[config.mk]
export PLATFORM = sky130hd
export DESIGN_NAME = sprite_frame_timer
export DESIGN_NICKNAME = d
export VERILOG_FILES = /design/src/hw/rtl/sft_pkg.sv /design/src/hw/rtl/sft_divider.sv /design/src/hw/rtl/sprite_frame_timer.sv
export VERILOG_INCLUDE_DIRS = /design/src /design/src/hw/rtl
export SDC_FILE = /design/constraint.sdc
export NUM_CORES = 1
export LEC_CHECK = 0
export BUFFER_PORTS_ARGS = -buffer_cell sky130_fd_sc_hd__buf_4
export CAP_MARGIN = 20
export CORE_ASPECT_RATIO = 0.8
export CORE_MARGIN = 2
export CORE_UTILIZATION = 50
export DETAILED_ROUTE_END_ITERATION = 8
export HOLD_SLACK_MARGIN = 0.12
export PLACE_DENSITY = 0.77
export SLEW_MARGIN = 40
export SYNTH_ARGS = -nofsm -noshare
export SYNTH_HDL_FRONTEND = slang
export SYNTH_SLANG_ARGS = --single-unit
export TNS_END_PERCENT = 50
[constraint.sdc]
create_clock -name clk -period 6.04 [get_ports clk]
set_input_delay 0.604 -clock clk [delete_from_list [all_inputs] [get_ports clk]]
set_output_delay 0.604 -clock clk [all_outputs]
set_load 0.005 [all_outputs]
[src/hw/rtl/assert_macros.svh]
// Assertion helpers shared by the RTL modules.
// Each use expects a signal named clk, and SFT_ASSERT also rst_n, in the enclosing module.
`ifndef ASSERT_MACROS_SVH
`define ASSERT_MACROS_SVH
`ifndef SYNTHESIS
`define SFT_ASSERT(lbl, prop, msg) \
  lbl: assert property (@(posedge clk) disable iff (!rst_n) prop) else $error(msg);
`define SFT_ASSERT_ALWAYS(lbl, prop, msg) \
  lbl: assert property (@(posedge clk) prop) else $error(msg);
`else
`define SFT_ASSERT(lbl, prop, msg)
`define SFT_ASSERT_ALWAYS(lbl, prop, msg)
`endif
`endif

[src/hw/rtl/sft_pkg.sv]
package sft_pkg;

  // milliseconds per second, the numerator of the frame period
  localparam logic [9:0] MS_PER_SECOND = 10'd1000;

  // divider geometry
  localparam int DVD_W  = 32;   // dividend / quotient width
  localparam int DVS_W  = 26;   // divisor / remainder width (max length < 2^26)
  localparam int STEP_W = 6;    // holds a step count up to DVD_W

  // configuration register indexes
  localparam logic [1:0] CFG_FRAME_RATE  = 2'd0;
  localparam logic [1:0] CFG_FRAME_COUNT = 2'd1;
  localparam logic [1:0] CFG_PLAY_ENABLE = 2'd2;
  localparam logic [1:0] CFG_LOOP_ENABLE = 2'd3;

  // request into the shared divider
  typedef struct packed {
    logic              start;
    logic [STEP_W-1:0] steps;     // number of quotient bits to produce
    logic [DVD_W-1:0]  dividend;  // left aligned: the top 'steps' bits are used
    logic [DVS_W-1:0]  divisor;
  } div_req_t;

  // response from the shared divider
  typedef struct packed {
    logic             done;       // one-cycle pulse, results valid with it
    logic [DVD_W-1:0] quotient;
    logic [DVS_W-1:0] remainder;
  } div_rsp_t;

endpackage

[src/hw/rtl/sft_divider.sv]
`include "assert_macros.svh"

module sft_divider
  import sft_pkg::*;
(
  input  logic     clk,
  input  logic     rst_n,
  input  div_req_t req,
  output div_rsp_t rsp
);

  logic              busy_r,  busy_nxt;
  logic              done_r,  done_nxt;
  logic [STEP_W-1:0] cnt_r,   cnt_nxt;
  logic [DVD_W-1:0]  dvd_r,   dvd_nxt;
  logic [DVD_W-1:0]  quo_r,   quo_nxt;
  logic [DVS_W-1:0]  rem_r,   rem_nxt;
  logic [DVS_W-1:0]  dvs_r,   dvs_nxt;

  logic [DVS_W:0]    shifted;
  logic [DVS_W:0]    diff;
  logic              fits;

  // one restoring step: bring down the next dividend bit, try subtracting
  always_comb begin
    shifted = {rem_r, dvd_r[DVD_W-1]};
    diff    = shifted - {1'b0, dvs_r};
    fits    = (shifted >= {1'b0, dvs_r});
  end

  always_comb begin
    busy_nxt = busy_r;
    done_nxt = 1'b0;
    cnt_nxt  = cnt_r;
    dvd_nxt  = dvd_r;
    quo_nxt  = quo_r;
    rem_nxt  = rem_r;
    dvs_nxt  = dvs_r;
    if (req.start) begin
      busy_nxt = 1'b1;
      cnt_nxt  = req.steps;
      dvd_nxt  = req.dividend;
      dvs_nxt  = req.divisor;
      quo_nxt  = '0;
      rem_nxt  = '0;
    end else if (busy_r) begin
      dvd_nxt = {dvd_r[DVD_W-2:0], 1'b0};
      quo_nxt = {quo_r[DVD_W-2:0], fits};
      rem_nxt = fits ? diff[DVS_W-1:0] : shifted[DVS_W-1:0];
      cnt_nxt = cnt_r - STEP_W'(1);
      if (cnt_r == STEP_W'(1)) begin
        busy_nxt = 1'b0;
        done_nxt = 1'b1;
      end
    end
  end

  always_ff @(posedge clk) begin
    if (!rst_n) begin
      busy_r <= 1'b0;
      done_r <= 1'b0;
      cnt_r  <= '0;
    end else begin
      busy_r <= busy_nxt;
      done_r <= done_nxt;
      cnt_r  <= cnt_nxt;
    end
    dvd_r <= dvd_nxt;
    quo_r <= quo_nxt;
    rem_r <= rem_nxt;
    dvs_r <= dvs_nxt;
  end

  assign rsp.done      = done_r;
  assign rsp.quotient  = quo_r;
  assign rsp.remainder = rem_r;

  `SFT_ASSERT(a_no_restart, req.start |-> !busy_r, "divider started while busy")
  `SFT_ASSERT(a_busy_count, busy_r |-> (cnt_r != '0), "divider busy with zero step count")
  `SFT_ASSERT(a_rem_below, done_r |-> (rem_r < dvs_r), "remainder not below divisor")

endmodule

[src/hw/rtl/sprite_frame_timer.sv]
// Sprite animation frame timer.
// Input channel (in_valid/in_ready, in_delta_ms): one beat per tick, carrying
// the milliseconds elapsed since the previous tick.
// Output channel (out_valid/out_ready): one beat per tick with the frame
// index, its valid flag and the current time in milliseconds.
// Configuration channel (cfg_valid/cfg_ready, cfg_index, cfg_data): always
// ready; index 0 frame rate, 1 frame count, 2 play enable, 3 loop enable.
// Each tick runs through one shared bit-serial divider up to three times: the
// frame period (10 steps), time modulo loop length (32 steps) and the frame
// index (26 steps). A zero frame rate skips the divider; a zero period or
// frame count skips the modulo and index division, and the modulo division
// runs only when the time wraps. in_ready is high only while the sequencer
// is idle, so a new tick is taken only once the previous one is finished.
// The result sits in an output register; a new tick may be accepted while it
// waits, and the sequencer holds its next result until out_ready takes the
// old one.
// Reset (rst_n low, synchronous) clears the time to zero and restores the
// registers to 10 frames/s, 1 frame, play and loop enabled.
`include "assert_macros.svh"

module sprite_frame_timer
  import sft_pkg::*;
(
  input  logic        clk,
  input  logic        rst_n,
  input  logic        in_valid,
  output logic        in_ready,
  input  logic [15:0] in_delta_ms,
  output logic        out_valid,
  input  logic        out_ready,
  output logic        out_frame_valid,
  output logic [15:0] out_frame_index,
  output logic [31:0] out_time_ms,
  input  logic        cfg_valid,
  output logic        cfg_ready,
  input  logic [1:0]  cfg_index,
  input  logic [15:0] cfg_data
);

  localparam logic [3:0] S_IDLE = 4'd0;
  localparam logic [3:0] S_PER  = 4'd1;
  localparam logic [3:0] S_MUL  = 4'd2;
  localparam logic [3:0] S_ADD  = 4'd3;
  localparam logic [3:0] S_CHK  = 4'd4;
  localparam logic [3:0] S_MOD  = 4'd5;
  localparam logic [3:0] S_IDXS = 4'd6;
  localparam logic [3:0] S_IDX  = 4'd7;
  localparam logic [3:0] S_OUT  = 4'd8;

  logic [3:0]       state_r,      state_nxt;
  logic [9:0]       rate_r;
  logic [15:0]      count_r;
  logic             play_r;
  logic             loop_r;
  logic [31:0]      elapsed_r,    elapsed_nxt;
  logic [15:0]      delta_r,      delta_nxt;
  logic [9:0]       period_r,     period_nxt;
  logic [DVS_W-1:0] len_r,        len_nxt;
  logic [31:0]      sum_r,        sum_nxt;
  logic [DVS_W-1:0] t_r,          t_nxt;
  logic             res_valid_r,  res_valid_nxt;
  logic [15:0]      res_index_r,  res_index_nxt;
  logic             out_valid_r,  out_valid_nxt;
  logic             out_fv_r,     out_fv_nxt;
  logic [15:0]      out_idx_r,    out_idx_nxt;
  logic [31:0]      out_time_r,   out_time_nxt;

  div_req_t div_req;
  div_rsp_t div_rsp;

  logic in_beat;
  logic div_waiting;

  assign in_ready  = (state_r == S_IDLE);
  assign in_beat   = in_valid && in_ready;
  assign cfg_ready = 1'b1;

  // states that wait on a divider result
  assign div_waiting = (state_r == S_PER) || (state_r == S_MOD) || (state_r == S_IDX);

  // configuration registers
  always_ff @(posedge clk) begin
    if (!rst_n) begin
      rate_r  <= 10'd10;
      count_r <= 16'd1;
      play_r  <= 1'b1;
      loop_r  <= 1'b1;
    end else if (cfg_valid) begin
      unique case (cfg_index)
        CFG_FRAME_RATE:  rate_r  <= cfg_data[9:0];
        CFG_FRAME_COUNT: count_r <= cfg_data;
        CFG_PLAY_ENABLE: play_r  <= cfg_data[0];
        CFG_LOOP_ENABLE: loop_r  <= cfg_data[0];
        default:         rate_r  <= rate_r;
      endcase
    end
  end

  // sequencer
  always_comb begin
    state_nxt     = state_r;
    elapsed_nxt   = elapsed_r;
    delta_nxt     = delta_r;
    period_nxt    = period_r;
    len_nxt       = len_r;
    sum_nxt       = sum_r;
    t_nxt         = t_r;
    res_valid_nxt = res_valid_r;
    res_index_nxt = res_index_r;
    out_valid_nxt = out_valid_r;
    out_fv_nxt    = out_fv_r;
    out_idx_nxt   = out_idx_r;
    out_time_nxt  = out_time_r;
    div_req       = '0;

    if (out_valid_r && out_ready) begin
      out_valid_nxt = 1'b0;
    end

    unique case (state_r)
      S_IDLE: begin
        if (in_beat) begin
          delta_nxt = in_delta_ms;
          if (rate_r == 10'd0) begin
            // no period at all: zero-length loop
            res_valid_nxt = 1'b0;
            res_index_nxt = '0;
            state_nxt     = S_OUT;
          end else begin
            div_req.start    = 1'b1;
            div_req.steps    = STEP_W'(10);
            div_req.dividend = {MS_PER_SECOND, 22'd0};
            div_req.divisor  = DVS_W'(rate_r);
            state_nxt        = S_PER;
          end
        end
      end
      S_PER: begin
        if (div_rsp.done) begin
          period_nxt = div_rsp.quotient[9:0];
          state_nxt  = S_MUL;
        end
      end
      S_MUL: begin
        len_nxt   = DVS_W'(period_r) * DVS_W'(count_r);
        state_nxt = S_ADD;
      end
      S_ADD: begin
        if (len_r == '0) begin
          res_valid_nxt = 1'b0;
          res_index_nxt = '0;
          state_nxt     = S_OUT;
        end else begin
          sum_nxt   = elapsed_r + (play_r ? {16'd0, delta_r} : 32'd0);
          state_nxt = S_CHK;
        end
      end
      S_CHK: begin
        // clamp, pass through, or wrap by division
        priority if (sum_r < {6'd0, len_r}) begin
          t_nxt     = sum_r[DVS_W-1:0];
          state_nxt = S_IDXS;
        end else if (!loop_r) begin
          t_nxt     = len_r - DVS_W'(1);
          state_nxt = S_IDXS;
        end else begin
          div_req.start    = 1'b1;
          div_req.steps    = STEP_W'(DVD_W);
          div_req.dividend = sum_r;
          div_req.divisor  = len_r;
          state_nxt        = S_MOD;
        end
      end
      S_MOD: begin
        if (div_rsp.done) begin
          t_nxt     = div_rsp.remainder;
          state_nxt = S_IDXS;
        end
      end
      S_IDXS: begin
        div_req.start    = 1'b1;
        div_req.steps    = STEP_W'(DVS_W);
        div_req.dividend = {t_r, 6'd0};
        div_req.divisor  = DVS_W'(period_r);
        state_nxt        = S_IDX;
      end
      S_IDX: begin
        if (div_rsp.done) begin
          res_valid_nxt = 1'b1;
          res_index_nxt = div_rsp.quotient[15:0];
          elapsed_nxt   = {6'd0, t_r};
          state_nxt     = S_OUT;
        end
      end
      S_OUT: begin
        // wait for the output register to free up
        if (!out_valid_r || out_ready) begin
          out_valid_nxt = 1'b1;
          out_fv_nxt    = res_valid_r;
          out_idx_nxt   = res_index_r;
          out_time_nxt  = elapsed_r;
          state_nxt     = S_IDLE;
        end
      end
      default: begin
        state_nxt = S_IDLE;
      end
    endcase
  end

  always_ff @(posedge clk) begin
    if (!rst_n) begin
      state_r     <= S_IDLE;
      elapsed_r   <= '0;
      out_valid_r <= 1'b0;
    end else begin
      state_r     <= state_nxt;
      elapsed_r   <= elapsed_nxt;
      out_valid_r <= out_valid_nxt;
    end
    delta_r     <= delta_nxt;
    period_r    <= period_nxt;
    len_r       <= len_nxt;
    sum_r       <= sum_nxt;
    t_r         <= t_nxt;
    res_valid_r <= res_valid_nxt;
    res_index_r <= res_index_nxt;
    out_fv_r    <= out_fv_nxt;
    out_idx_r   <= out_idx_nxt;
    out_time_r  <= out_time_nxt;
  end

  sft_divider u_div (
    .clk   (clk),
    .rst_n (rst_n),
    .req   (div_req),
    .rsp   (div_rsp)
  );

  assign out_valid       = out_valid_r;
  assign out_frame_valid = out_fv_r;
  assign out_frame_index = out_idx_r;
  assign out_time_ms     = out_time_r;

  `SFT_ASSERT(a_beat_leaves_idle, in_beat |=> (state_r != S_IDLE), "tick beat did not start work")
  `SFT_ASSERT(a_done_when_waiting, div_rsp.done |-> div_waiting, "divider result with no one waiting")
  `SFT_ASSERT(a_invalid_index_zero, (out_valid_r && !out_fv_r) |-> (out_idx_r == '0), "nonzero index")

endmodule
==> flow_summary.json <==
{
  "status": "complete, no violations",
  "rsz0062_at_grt": "false",
  "vias_per_cell": 5.711,
  "cts_max_path_buffers": 3,
  "syn_avg_cell_area_sq_um": 9.965,
  "p_per_area_nw_per_um2": 266.5,
  "ant_nets": 0,
  "initial_utilization_pct": 50.75,
  "die_w_um": 234.8,
  "nets": 2505,
  "hold_depth": 1,
  "setup-tns-final_ps": 0,
  "syn_area_sq_um": 21310,
  "min_to": "delta_r[2]$_DFFE_PP_",
  "hp-class": "input pin to flip-flop",
  "hp-start": "in_delta_ms[2]",
  "end_kind": "flip-flop",
  "dp_hpwl_um": 40410,
  "coreArea_sq_um": 42000,
  "async_reset_ff_share_pct": 0,
  "cap_violations": 0,
  "period_share_pct": 95.77,
  "p_leak_nw": 10.45,
  "cts_made_buffers": 36,
  "cts_root_buffer": "clkbuf_16",
  "setup_viol": 0,
  "ys_types": 79,
  "gr-usage-all-layers_pct": 25.00,
  "slew_viol_final": 0,
  "drc": 0,
  "synth_warnings": 0,
  "worstPathMaxFanout": 6,
  "critPathLaunchType": "flip-flop",
  "relSlewSlack_pct": 44.19,
  "cp.arrival_ps": 6090,
  "netlist_instances": 2139,
  "synth_edf_count": 223,
  "cts_tree": "done",
  "peakVddDrop_uv": 218.9,
  "grt_max_degree": 64,
  "drt-initial-drc-count": 1700,
  "ys_seq_area_share_pct": 41.66,
  "r2r-start": "period_r[8]$_DFFE_PP_",
  "max_freq_mhz": 172.9,
  "post-route-min-period_ps": 5785,
  "wl_per_cell_um": 19.61,
  "cts.sinks": 332,
  "rows": 67,
  "regArea_sq_um": 8884,
  "wl_um": 54950,
  "fin_skew_ps": 28.33,
  "gp_congestion": 0.9363,
  "r2r_end": "len_r[24]$_DFFE_PP_",
  "hold_viol": 0,
  "final_common_cell": "nand2_1",
  "io_pins": 91,
  "die_area_sq_um": 44310,
  "cts.clk_slew.worst_paths_ps": 60,
  "power_mw": 6.408,
  "drive_gt1_share_pct": 11.07,
  "die_y_um": 188.7,
  "insertion_delay_ps": 570,
  "final_cell_mix": "nand2_1, edfxtp_1, inv_1",
  "grt_pass1_wl_um": 87820,
  "dr.pass1.iters": 6,
  "path_class": "flip-flop to flip-flop",
  "antenna_found_initial": 2,
  "synth_flop_cell": "edfxtp_1",
  "worstRegToRegCells": 17,
  "n_fill_cell": 3486,
  "cts_max_level": 2,
  "tightest_slew_ps": 835.9,
  "grt-ovfl-total": 0,
  "vias": 16010,
  "required_ps": 6350,
  "syn2layout_area_growth_pct": 12.79,
  "multiInputGateArea_sq_um": 11340,
  "first_global_vias": 15930,
  "synth_seq_cells": 332,
  "portBuffers": 83,
  "r2r_slack_ps": 260
}
-- cell families (layout without fill, tap and decap cells) --
family | count (synthesis) | in the layout | synth area share, %
multiplexers | 48 | 48 | 2.284
adder cells (fa/ha/maj) | 244 | 244 | 18.27
AO/OA/AOI/OAI | 400 | 400 | 12.55
other | 2 | 8 | 0.03523
XOR/XNOR | 80 | 80 | 3.287
flip-flops | 332 | 332 | 41.66
buffers and inverters | 312 | 418 | 5.694
AND/OR/NAND/NOR | 721 | 721 | 16.23
-- repair_timing --
action / 4_1_cts / 5_1_grt
hold buffers: 0 / 0
gates resized for setup: 0 / 8
buffers inserted: 0 / 18
endpoints found under the setup margin: 0 / 8
-- final cells by class --
class | count | share of cell area, %
clock buffers | 45 | 3.929
clock inverters | 21 | 1.155
repair buffers | 143 | 4.632
inverters | 209 | 3.274
well taps | 552 | 2.873
multi-input cells | 1500 | 47.17
flip-flops and latches | 332 | 36.95
diodes | 1 | 0.01041
-- flip-flops by register name, indices dropped and copies added (netlist names), 4 cells and up --
register         cells
u_div.quo_r         16
len_r               26
t_r                 26
period_r            10
res_index_r         16
rate_r              10
out_frame_index     16
out_time_ms         26
sum_r               27
delta_r             16
state_r              4
count_r             16
u_div.dvd_r         32
elapsed_r           26
u_div.cnt_r          6
u_div.rem_r         26
u_div.dvs_r         26
-- critical path, cell delays in order (launching register included) --
cell	delay, ps
edfxtp_1	500
clkbuf_2	200
and2_1	190
fa_1	480
fa_1	520
fa_1	520
fa_1	550
inv_1	60
fa_1	520
inv_1	40
ha_1	350
and3_1	200
a221o_1	320
a221o_1	370
a2111oi_2	320
o21bai_1	120
a21oi_1	180
xnor2_1	90
-- report_power, final --
group	total [mW]	switching [mW]	internal (mW)
registers	2.70	0.124	2.58
logic	1.40	0.809	0.588
clock network	2.31	0.965	1.35
total	6.41	1.90	4.51
-- routing by layer --
metal / routed length, um / part of all wire (%) / track usage (%)
met1: 25500 / 46 / 37.66
met2: 23250 / 42 / 36.57
met3: 5137 / 9.3 / 5.025
met4: 1065 / 1.9 / 6.767
met5: 0 / 0 / 0
-- synthesized netlist by cell type, drive strengths merged, types with 8 or more instances --
master,number,area [sq um]
nor2,109,416.7
nand2,318,1196
inv,209,784.5
and2,121,757.0
o21a,17,127.6
edfxtp,223,6696
a222oi,10,100.1
a22oi,20,150.1
clkbuf,84,315.3
xnor2,61,534.3
mux2i,43,430.4
a21boi,45,337.8
xor2,19,166.4
o211ai,8,60.06
fa,112,2242
ha,132,1652
o21ai,95,475.5
buf,19,113.9
and3,17,106.4
nand2b,16,100.1
nor3,29,150.1
dfxtp,109,2182
a21oi,82,414.2
nor4,16,112.6
a211oi,27,202.7
nand3,28,145.1
nor2b,25,156.4
a21o,32,240.2
-- worst max path at each step --
stage | startpoint | endpoint | slack [ps] | cells past startpoint
3_3_place_gp | period_r[6]$_DFFE_PP_ | len_r[24]$_DFFE_PP_ | 130 | 16
6_report | period_r[8]$_DFFE_PP_ | len_r[24]$_DFFE_PP_ | 260 | 17
4_1_cts | period_r[6]$_DFFE_PP_ | len_r[24]$_DFFE_PP_ | 60 | 16
2_1_floorplan | period_r[3]$_DFFE_PP_ | len_r[24]$_DFFE_PP_ | 270 | 19
3_5_place_dp | period_r[6]$_DFFE_PP_ | len_r[24]$_DFFE_PP_ | 70 | 16
5_1_grt | period_r[8]$_DFFE_PP_ | len_r[24]$_DFFE_PP_ | 8 | 17
-- per-stage QoR --
step | worst slack [ps] | utilization (%) | hold WS, ps | std cells | area [sq um]
floorplan | 273.8 | - | 400.3 | 2144 | 21330
global placement | 134.7 | 53.74 | 401.4 | 2716 | 22570
detailed placement | 70.07 | 53.85 | 405.2 | 2717 | 22620
CTS | 57.50 | 56.76 | 195.6 | 2783 | 23840
global route | 8.208 | 57.23 | 198.9 | 2802 | 24040
finish | 255.3 | 57.24 | 213.3 | 2803 | 24040
No activity file was read; power rests on OpenSTA's default activity.
